`src/rtl/fbfl_pkg.sv`:
```
// Shared types and constants of the fixed-block free-list allocator.
package fbfl_pkg;

  localparam int unsigned NUM_BLOCKS_DEF = 256;

  localparam int unsigned IDX_W    = 8;
  localparam int unsigned COUNT_W  = 9;
  localparam int unsigned SIZE_W   = 13;
  localparam int unsigned HDR_W    = 12;
  localparam int unsigned OFFSET_W = 21;
  localparam int unsigned LINK_W   = 9;
  localparam int unsigned PADDR_W  = 4;
  localparam int unsigned PDATA_W  = 32;

  localparam logic [COUNT_W-1:0]  BLOCK_COUNT_RST  = 9'd256;
  localparam logic [SIZE_W-1:0]   BLOCK_SIZE_RST   = 13'd16;
  localparam logic [HDR_W-1:0]    HEADER_BYTES_RST = 12'd32;
  localparam logic [OFFSET_W-1:0] OFFSET_MAX       = {OFFSET_W{1'b1}};

  // link entry: top bit marks a present link, low bits hold the next index
  localparam logic [LINK_W-1:0] LINK_NULL = '0;

  typedef enum logic [1:0] {
    REQ_ALLOC  = 2'd0,
    REQ_FREE   = 2'd1,
    REQ_REINIT = 2'd2
  } req_t;

  typedef enum logic [1:0] {
    STS_OK       = 2'd0,
    STS_EMPTY    = 2'd1,
    STS_OVERFLOW = 2'd2,
    STS_RANGE    = 2'd3
  } status_t;

  typedef enum logic [1:0] {
    REG_BLOCK_COUNT  = 2'd0,
    REG_BLOCK_SIZE   = 2'd1,
    REG_HEADER_BYTES = 2'd2
  } reg_idx_t;

  typedef enum logic {
    ST_IDLE = 1'b0,
    ST_EXEC = 1'b1
  } state_t;

endpackage

```
`src/rtl/fixed_block_free_list_allocator_top.sv`:
```
// Fixed-size block allocator: free-list head registers plus link memory.
// An accepted item sets the state register to execute; the execute state loads the
//   result register with the strobe, and the result is taken while the strobe is high.
// No new item is taken while one executes; the accept cycle reads the link memory
//   at the head, the following cycle uses that link, writes the memory, sets the head.
// Reset (rst_n, synchronous, active low): registers to defaults, pool full, head 0;
//   the link memory is not cleared, entry 0 reads as null until it is written.
module fixed_block_free_list_allocator_top
  import fbfl_pkg::*;
#(
  parameter int unsigned NUM_BLOCKS = NUM_BLOCKS_DEF
) (
  input  logic                clk,
  input  logic                rst_n,
  // command channel
  input  logic                start,
  output logic                busy,
  input  logic [1:0]          in_req_type,
  input  logic [IDX_W-1:0]    in_block_index,
  // result channel
  output logic                out_strobe,
  output logic [1:0]          out_status,
  output logic [IDX_W-1:0]    out_given_index,
  output logic [OFFSET_W-1:0] out_block_offset,
  output logic [COUNT_W-1:0]  out_free_count,
  // configuration port
  input  logic                psel,
  input  logic                penable,
  input  logic                pwrite,
  input  logic [PADDR_W-1:0]  paddr,
  input  logic [PDATA_W-1:0]  pwdata,
  output logic [PDATA_W-1:0]  prdata,
  output logic                pready
);

  // Indices never reach 256, so the link memory stops there.
  localparam int unsigned LINK_DEPTH = (NUM_BLOCKS < 256) ? NUM_BLOCKS : 256;
  localparam int unsigned AW         = $clog2(LINK_DEPTH);
  // Pool size at reset: the default block count capped at the memory depth.
  localparam logic [COUNT_W-1:0] N_RST =
    (BLOCK_COUNT_RST > COUNT_W'(LINK_DEPTH)) ? COUNT_W'(LINK_DEPTH) : BLOCK_COUNT_RST;

  // ---------------------------------------------------------------- config
  logic [COUNT_W-1:0] block_count_r;
  logic [SIZE_W-1:0]  block_size_r;
  logic [HDR_W-1:0]   header_bytes_r;
  logic               cfg_wr;
  logic [1:0]         cfg_sel;

  assign pready  = 1'b1;
  assign cfg_wr  = psel && penable && pwrite && pready;
  assign cfg_sel = paddr[3:2];

  always_ff @(posedge clk) begin
    if (!rst_n) begin
      block_count_r  <= BLOCK_COUNT_RST;
      block_size_r   <= BLOCK_SIZE_RST;
      header_bytes_r <= HEADER_BYTES_RST;
    end else if (cfg_wr) begin
      case (cfg_sel)
        REG_BLOCK_COUNT:  block_count_r  <= pwdata[COUNT_W-1:0];
        REG_BLOCK_SIZE:   block_size_r   <= pwdata[SIZE_W-1:0];
        REG_HEADER_BYTES: header_bytes_r <= pwdata[HDR_W-1:0];
        default: ;
      endcase
    end
  end

  always_comb begin
    case (cfg_sel)
      REG_BLOCK_COUNT:  prdata = PDATA_W'(block_count_r);
      REG_BLOCK_SIZE:   prdata = PDATA_W'(block_size_r);
      REG_HEADER_BYTES: prdata = PDATA_W'(header_bytes_r);
      default:          prdata = '0;
    endcase
  end

  // Usable pool size: block_count capped at the link memory depth.
  logic [COUNT_W-1:0] n_eff;
  assign n_eff = (block_count_r > COUNT_W'(LINK_DEPTH)) ? COUNT_W'(LINK_DEPTH)
                                                        : block_count_r;

  // ---------------------------------------------------------------- control
  state_t state_r, state_nxt;
  logic   accept;
  logic   mem_we;

  assign accept = start && !busy;

  always_comb begin
    case (state_r)
      ST_IDLE: state_nxt = accept ? ST_EXEC : ST_IDLE;
      ST_EXEC: state_nxt = ST_IDLE;
      default: state_nxt = ST_IDLE;
    endcase
  end

  always_comb begin
    case (state_r)
      ST_IDLE: busy = 1'b0;
      ST_EXEC: busy = 1'b1;
      default: busy = 1'b1;
    endcase
  end

  always_ff @(posedge clk) begin
    if (!rst_n) begin
      state_r <= ST_IDLE;
    end else begin
      state_r <= state_nxt;
    end
  end

  // Item captured at accept; payload, so no reset.
  logic [1:0]       req_r;
  logic [IDX_W-1:0] idx_r;

  always_ff @(posedge clk) begin
    if (accept) begin
      req_r <= in_req_type;
      idx_r <= in_block_index;
    end
  end

  // ---------------------------------------------------------------- list state
  logic [IDX_W-1:0]   head_index_r, head_index_nxt;
  logic               head_valid_r, head_valid_nxt;
  logic [COUNT_W-1:0] free_blocks_r, free_blocks_nxt;
  // Entry 0 is null after reset or reinitialise until a free writes it.
  logic               link0_null_r, link0_null_nxt;

  logic [AW-1:0]      mem_waddr;
  logic [LINK_W-1:0]  mem_wdata;
  logic [LINK_W-1:0]  mem_rdata;
  logic [LINK_W-1:0]  head_link;
  logic [COUNT_W-1:0] next_blk;
  logic [COUNT_W-1:0] free_dec;

  // Read at the head during the accept cycle; data lands for the execute cycle.
  fbfl_ram #(
    .WIDTH (LINK_W),
    .DEPTH (LINK_DEPTH)
  ) u_link_ram (
    .clk   (clk),
    .we    (mem_we),
    .waddr (mem_waddr),
    .wdata (mem_wdata),
    .raddr (head_index_r[AW-1:0]),
    .rdata (mem_rdata)
  );

  assign head_link = (head_index_r == '0 && link0_null_r) ? LINK_NULL : mem_rdata;
  assign next_blk  = {1'b0, head_index_r} + COUNT_W'(1);
  assign free_dec  = free_blocks_r - COUNT_W'(1);

  // result fields computed in the execute cycle
  logic [1:0]       res_status;
  logic [IDX_W-1:0] res_index;
  logic             res_has_offset;

  always_comb begin
    head_index_nxt  = head_index_r;
    head_valid_nxt  = head_valid_r;
    free_blocks_nxt = free_blocks_r;
    link0_null_nxt  = link0_null_r;
    mem_we          = 1'b0;
    mem_waddr       = '0;
    mem_wdata       = LINK_NULL;
    res_status      = STS_OK;
    res_index       = '0;
    res_has_offset  = 1'b0;

    if (state_r == ST_EXEC) begin
      case (req_r)
        REQ_ALLOC: begin
          if (!head_valid_r || free_blocks_r == '0) begin
            res_status = STS_EMPTY;
          end else begin
            free_blocks_nxt = free_dec;
            res_index       = head_index_r;
            res_has_offset  = 1'b1;
            if (head_link[LINK_W-1]) begin
              head_index_nxt = head_link[IDX_W-1:0];
            end else if (free_dec != '0) begin
              // lazy bump into a block never handed out
              if (next_blk >= n_eff) begin
                head_valid_nxt = 1'b0;
              end else begin
                head_index_nxt = next_blk[IDX_W-1:0];
                mem_we         = 1'b1;
                mem_waddr      = next_blk[AW-1:0];
                mem_wdata      = LINK_NULL;
              end
            end else begin
              head_valid_nxt = 1'b0;
            end
          end
        end
        REQ_FREE: begin
          if ({1'b0, idx_r} >= n_eff) begin
            res_status = STS_RANGE;
          end else if (free_blocks_r >= n_eff) begin
            res_status = STS_OVERFLOW;
          end else begin
            mem_we          = 1'b1;
            mem_waddr       = idx_r[AW-1:0];
            mem_wdata       = head_valid_r ? {1'b1, head_index_r} : LINK_NULL;
            if (idx_r == '0) begin
              link0_null_nxt = 1'b0;
            end
            head_index_nxt  = idx_r;
            head_valid_nxt  = 1'b1;
            free_blocks_nxt = free_blocks_r + COUNT_W'(1);
            res_index       = idx_r;
            res_has_offset  = 1'b1;
          end
        end
        REQ_REINIT: begin
          head_index_nxt  = '0;
          head_valid_nxt  = (n_eff != '0);
          free_blocks_nxt = n_eff;
          link0_null_nxt  = 1'b1;
        end
        default: ;
      endcase
    end
  end

  always_ff @(posedge clk) begin
    if (!rst_n) begin
      head_index_r  <= '0;
      head_valid_r  <= (N_RST != '0);
      free_blocks_r <= N_RST;
      link0_null_r  <= 1'b1;
    end else begin
      head_index_r  <= head_index_nxt;
      head_valid_r  <= head_valid_nxt;
      free_blocks_r <= free_blocks_nxt;
      link0_null_r  <= link0_null_nxt;
    end
  end

  // ---------------------------------------------------------------- offset
  // header + index * size, saturated at the 21-bit ceiling
  logic [OFFSET_W-1:0] prod;
  logic [OFFSET_W:0]   off_sum;
  logic [OFFSET_W-1:0] off_sat;

  assign prod    = OFFSET_W'(res_index) * OFFSET_W'(block_size_r);
  assign off_sum = {1'b0, prod} + (OFFSET_W+1)'(header_bytes_r);
  assign off_sat = off_sum[OFFSET_W] ? OFFSET_MAX : off_sum[OFFSET_W-1:0];

  // ---------------------------------------------------------------- result register
  logic                out_strobe_r;
  logic [1:0]          out_status_r;
  logic [IDX_W-1:0]    out_index_r;
  logic [OFFSET_W-1:0] out_offset_r;
  logic [COUNT_W-1:0]  out_count_r;

  always_ff @(posedge clk) begin
    if (!rst_n) begin
      out_strobe_r <= 1'b0;
    end else begin
      out_strobe_r <= (state_r == ST_EXEC);
    end
  end

  always_ff @(posedge clk) begin
    if (state_r == ST_EXEC) begin
      out_status_r <= res_status;
      out_index_r  <= res_index;
      out_offset_r <= res_has_offset ? off_sat : '0;
      out_count_r  <= free_blocks_nxt;
    end
  end

  assign out_strobe       = out_strobe_r;
  assign out_status       = out_status_r;
  assign out_given_index  = out_index_r;
  assign out_block_offset = out_offset_r;
  assign out_free_count   = out_count_r;

`ifndef SYNTHESIS
  // every result strobe follows an accepted item
  a_strobe_follows_accept: assert property (@(posedge clk) disable iff (!rst_n)
    out_strobe |-> $past(accept, 2))
    else $error("result strobe without an accepted item");

  // the execute state is always left in the following cycle
  a_exec_one_cycle: assert property (@(posedge clk) disable iff (!rst_n)
    busy |=> !busy)
    else $error("execute state held for more than one cycle");

  // link memory is written only while an item executes
  a_write_in_exec: assert property (@(posedge clk) disable iff (!rst_n)
    mem_we |-> (state_r == ST_EXEC))
    else $error("link memory written outside execution");

  // reported free count matches the state left behind
  a_count_matches: assert property (@(posedge clk) disable iff (!rst_n)
    out_strobe |-> (out_free_count == free_blocks_r))
    else $error("reported free count disagrees with state");
`endif

endmodule

```
`src/rtl/fbfl_ram.sv`:
```
// Generic single-write, single-read RAM with registered read data.
module fbfl_ram #(
  parameter int unsigned WIDTH = 9,
  parameter int unsigned DEPTH = 256
) (
  input  logic                     clk,
  input  logic                     we,
  input  logic [$clog2(DEPTH)-1:0] waddr,
  input  logic [WIDTH-1:0]         wdata,
  input  logic [$clog2(DEPTH)-1:0] raddr,
  output logic [WIDTH-1:0]         rdata
);

  logic [WIDTH-1:0] mem [DEPTH];

  always_ff @(posedge clk) begin
    if (we) begin
      mem[waddr] <= wdata;
    end
    rdata <= mem[raddr];
  end

endmodule

```
`config.mk`:
```
export PLATFORM = sky130hd
export DESIGN_NAME = fixed_block_free_list_allocator_top
export DESIGN_NICKNAME = d
export VERILOG_FILES = /design/src/rtl/fbfl_pkg.sv /design/src/rtl/fixed_block_free_list_allocator_top.sv /design/src/rtl/fbfl_ram.sv
export SDC_FILE = /design/constraint.sdc
export NUM_CORES = 2
export LEC_CHECK = 0
export BUFFER_PORTS_ARGS = -buffer_cell sky130_fd_sc_hd__buf_2
export CAP_MARGIN = 25
export CORE_ASPECT_RATIO = 1.5
export CORE_MARGIN = 2
export CORE_UTILIZATION = 55
export CTS_CLUSTER_SIZE = 24
export DETAILED_ROUTE_END_ITERATION = 12
export PLACE_DENSITY = 0.71
export SYNTH_ARGS = -nofsm -noshare
export SYNTH_HDL_FRONTEND = slang
export SYNTH_HIERARCHICAL = 1
export SYNTH_SLANG_ARGS = --single-unit
```
`constraint.sdc`:
```
create_clock -name clk -period 15.5 [get_ports clk]
set_clock_uncertainty 0.2 [all_clocks]
set_input_delay 3.1 -clock clk [delete_from_list [all_inputs] [get_ports clk]]
set_output_delay 3.1 -clock clk [all_outputs]
set_load 0.005 [all_outputs]
```
==> Implementation_results.wiki <==
{| class="wikitable"
! Metric !! Value
|-
| Number of setup buffers added after CTS || 0
|-
| Critical Path Most Common Cell || sky130_fd_sc_hd__fa_1
|-
| Share of synthesized flip-flops with an asynchronous set or reset || 0
|-
| Result of the run || complete, no violations
|-
| Total Power || 12.4 mW
|-
| Clock root buffer || sky130_fd_sc_hd__clkbuf_16
|-
| Detailed-routing iteration count for the pre-antenna-repair pass || 8
|-
| Final antenna-violating net count || 0
|-
| Starting DRC count in detailed routing || 5,929
|-
| Share of power burned in the clock network || 0.408
|-
| Clock latency reported for the late side of the worst-skew pair || 0.88 ns
|-
| Area of the die || 0.184 mm2
|-
| Synthesis warning total || 6
|-
| Startpoint of the lowest-slack hold path || header_bytes_r[7]
|-
| Global route total overflow || 0
|-
| Area delta synth->final || 9.40%
|-
| Horizontal die dimension || 351 um
|-
| Hold WS || 0.289 ns
|-
| Std-Cell Rows || 191
|-
| Avg Synthesized Cell Area || 18.4 um2
|-
| Sequential Power Share || 0.569
|-
| Clock H-tree levels || 4
|-
| Number of nets in the layout || 5,703
|-
| Crit path from || block_count_r[8]
|-
| Fmax || 120 MHz
|-
| Post-CTS resize count || 0
|-
| Largest net degree at the start of global routing || 201
|-
| Clock sink total || 2,418
|-
| Vias per cell || 6.40
|-
| Final Instance Area || 0.109 mm2
|-
| Core box area || 0.180 mm2
|-
| Path type of the worst setup path || flip-flop to flip-flop
|-
| Routed length per placed instance || 29.9 um
|-
| Worst slew pin tran || 1.22 ns
|-
| Largest incremental delay on the critical path || 0.95 ns
|-
| Dpl cell area || 0.102 mm2
|-
| Post-detailed-placement half-perimeter wirelength || 151 mm
|-
| Post-route DRC || 0
|-
| CTS tree || done
|-
| Post-placement cell count || 7,675
|-
| Worst path arrival time || 8.73 ns
|-
| Number of buffers created by CTS || 213
|-
| Total Neg Setup Slack || 0 ns
|-
| Post-cts hold buffer count || 0
|-
| Endpoint, Worst Hold || header_bytes_r[7]
|-
| Vias after detailed routing || 51,700
|-
| Number of synthesized register bits || 2,418
|-
| Gate count after technology mapping || 5,392
|-
| Worst slew margin || 0.178
|-
| Count of final setup violators || 0
|-
| Port bufs || 85
|-
| Fin. max-slew vios || 0
|-
| Routed WL || 241 mm
|-
| Worst reg2reg endpoint || out_block_offset[19]
|-
| Net switching fraction of the power || 0.197
|-
| Placer's final routability congestion estimate || 0.879
|-
| Number of enable flip-flop cells after synthesis || 2,354
|-
| Power density over cell area || 115 mW/mm2
|-
| Switching Power || 2.46 mW
|-
| Critical-path maximum fanout || 23
|-
| Period utilisation layout || 0.539
|-
| Leakage Power || 31.4 nW
|-
| Length in cells of the worst reg-to-reg path || 26
|-
| Number of max-capacitance violations reported || 0
|-
| Antenna violations before repair || 9
|-
| Library cell contributing the largest single delay on the critical path || sky130_fd_sc_hd__a22oi_1
|-
| Maximum clock insertion buffer count || 4
|-
| Path category of the worst min-delay check || flip-flop to flip-flop
|-
| Cell area after synthesis || 0.0993 mm2
|-
| Hold violation count in the final report || 0
|-
| Post-layout min period || 8.35 ns
|-
| I/O Pins || 127
|-
| CP startpoint kind || flip-flop
|-
| Overall global routing resource usage || 0.263
|-
| Clock slew at the register clock pins of the worst setup and hold paths || 0.07 ns
|-
| Reg2Reg Setup Slack || 7.15 ns
|-
| Vias in the first global route || 52,200
|-
| Endpoint kind of the worst setup timing path || flip-flop
|-
| Required time of the critical path || 15.88 ns
|-
| Number of standard cells in the final layout excluding fillers || 8,074
|-
| Unrepaired setup endpoints after global routing || no
|-
| Starting density of the core || 0.552
|-
| Share of cells above drive strength 1 || 0.185
|-
| Count of distinct cell types in the synthesized netlist || 90
|-
| Max IR drop VDD || 0.0961 mV
|-
| DIE HEIGHT || 524 um
|-
| Cells on Worst Hold Path || 2
|-
| Launch point of the worst reg-to-reg path || block_count_r[8]
|-
| First-pass GRT wire length || 351 mm
|-
| Part of the power in combinational logic || 0.022
|-
| Most used DFF post-synth || sky130_fd_sc_hd__edfxtp_1
|-
| Share of the yosys chip area belonging to registers || 0.725
|-
| Pint || 9.99 mW
|}
-- placed cells by master, fill, tap and decap left out, drive strengths merged, types with 8 or more instances in the layout --
master / count
a211oi: 32
a21boi: 35
a21o: 8
a21oi: 143
a221oi: 15
a22o: 17
a22oi: 192
a31oi: 21
and2: 22
and3: 16
buf: 201
bufinv: 16
clkbuf: 265
clkinv: 88
conb: 20
dfxtp: 64
edfxtp: 2354
fa: 78
ha: 81
inv: 141
mux2: 21
mux2i: 201
mux4: 476
nand2: 183
nand2b: 16
nand3: 77
nand4: 18
nor2: 411
nor2b: 38
nor3: 34
nor3b: 8
nor4: 36
o21ai: 81
o221ai: 40
o22ai: 65
o31a: 10
or2: 19
xnor2: 9
xor2: 11
-- cells in the mapped netlist, types with 35 or more instances --
master | count | area [um2]
sky130_fd_sc_hd__edfxtp_1 | 2354 | 70700
sky130_fd_sc_hd__mux4_2 | 467 | 10500
sky130_fd_sc_hd__nor2_1 | 411 | 1540
sky130_fd_sc_hd__mux2i_1 | 201 | 2010
sky130_fd_sc_hd__a22oi_1 | 190 | 1430
sky130_fd_sc_hd__nand2_1 | 183 | 687
sky130_fd_sc_hd__clkbuf_1 | 157 | 589
sky130_fd_sc_hd__a21oi_1 | 142 | 711
sky130_fd_sc_hd__inv_1 | 135 | 507
sky130_fd_sc_hd__ha_1 | 81 | 1010
sky130_fd_sc_hd__fa_1 | 78 | 1560
sky130_fd_sc_hd__nand3_1 | 76 | 380
sky130_fd_sc_hd__o21ai_0 | 73 | 365
sky130_fd_sc_hd__buf_2 | 69 | 345
sky130_fd_sc_hd__o22ai_1 | 65 | 407
sky130_fd_sc_hd__dfxtp_1 | 64 | 1280
sky130_fd_sc_hd__buf_4 | 50 | 375
sky130_fd_sc_hd__o221ai_1 | 39 | 342
sky130_fd_sc_hd__nor2b_1 | 38 | 238
sky130_fd_sc_hd__nor4_1 | 36 | 225
sky130_fd_sc_hd__a21boi_0 | 35 | 263
-- layout make-up --
type	count	area, um2
Antenna cell	7	17.5
Clock inverter	115	968
Multi-Input combinational cell	2518	25000
Clock buffer	263	5590
Tap cell	2412	3020
Sequential cell	2418	72000
Timing Repair Buffer	204	1470
Inverter	137	514
Fill cell	12700	71400
-- flip-flops by register name, indices dropped and copies added, names as in the netlist --
signal / cells
block_count_r: 9
block_size_r: 13
free_blocks_r: 9
head_index_r: 8
head_valid_r: 1
header_bytes_r: 12
idx_r: 8
link0_null_r: 1
out_block_offset: 21
out_free_count: 9
out_given_index: 8
out_status: 2
out_strobe: 1
req_r: 2
state_r: 1
u_link_ram/mem: 2304
u_link_ram/rdata: 9
-- routing by layer --
| layer | share of wire | up-vias | track usage |
|---|---|---|---|
| met3 | 0.073 | 577 | 0.0362 |
| li1 | - | 21800 | - |
| met2 | 0.52 | 2506 | 0.453 |
| met5 | 0.00012 | - | 0 |
| met1 | 0.35 | 26800 | 0.319 |
| met4 | 0.062 | 4 | 0.150 |
-- through the flow --
stage               utilization  worst slack, ns
floorplan                     -             4.53
detailed placement        0.566             7.22
finish                    0.603             7.15
global route              0.603             6.53
CTS                       0.603             7.18
global placement          0.566             7.30
-- how the worst max path moves through the flow --
stage                                end  slack [ns]  cells after the start
finish              out_block_offset[19]        7.15                     26
global route        out_block_offset[15]        6.53                     26
CTS                 out_block_offset[16]        7.18                     26
detailed placement  out_block_offset[16]        7.22                     26
global placement    out_block_offset[19]        7.30                     26
floorplan           u_link_ram/mem[0][3]        4.53                     11
-- cells by family (layout without fill, tap and decap cells) --
group                      Yosys count  in the layout  synth area share
DFF                               2418           2418             0.725
and+or+nand+nor                    904            904            0.0414
AOI/OAI and AO/OA                  717            717            0.0498
muxes                              698            698             0.131
buffers and inverters              474            719            0.0250
adders and majority gates          159            159            0.0259
xor gates and xnor gates            20             20           0.00176
other                                2             27         0.0000757
-- worst max-delay path: cells and delay by family, from the launching register on --
kind | cells | cell delay (ns)
fa+ha+maj | 6 | 2.54
simple gates | 5 | 0.86
buf+inv | 5 | 0.93
compound gates | 9 | 2.81
xor+xnor | 1 | 0.14
flops | 1 | 0.58
-- power groups by stage --
stage,combinational (mW),clock (mW),sequential (mW)
floorplan,0.213,0,7.22
global placement,0.273,0,7.23
detailed placement,0.275,0,7.23
CTS,0.276,5.15,7.09
global route,0.294,5.38,7.08
finish,0.276,5.08,7.09
Power figures use the tool's default switching activity.
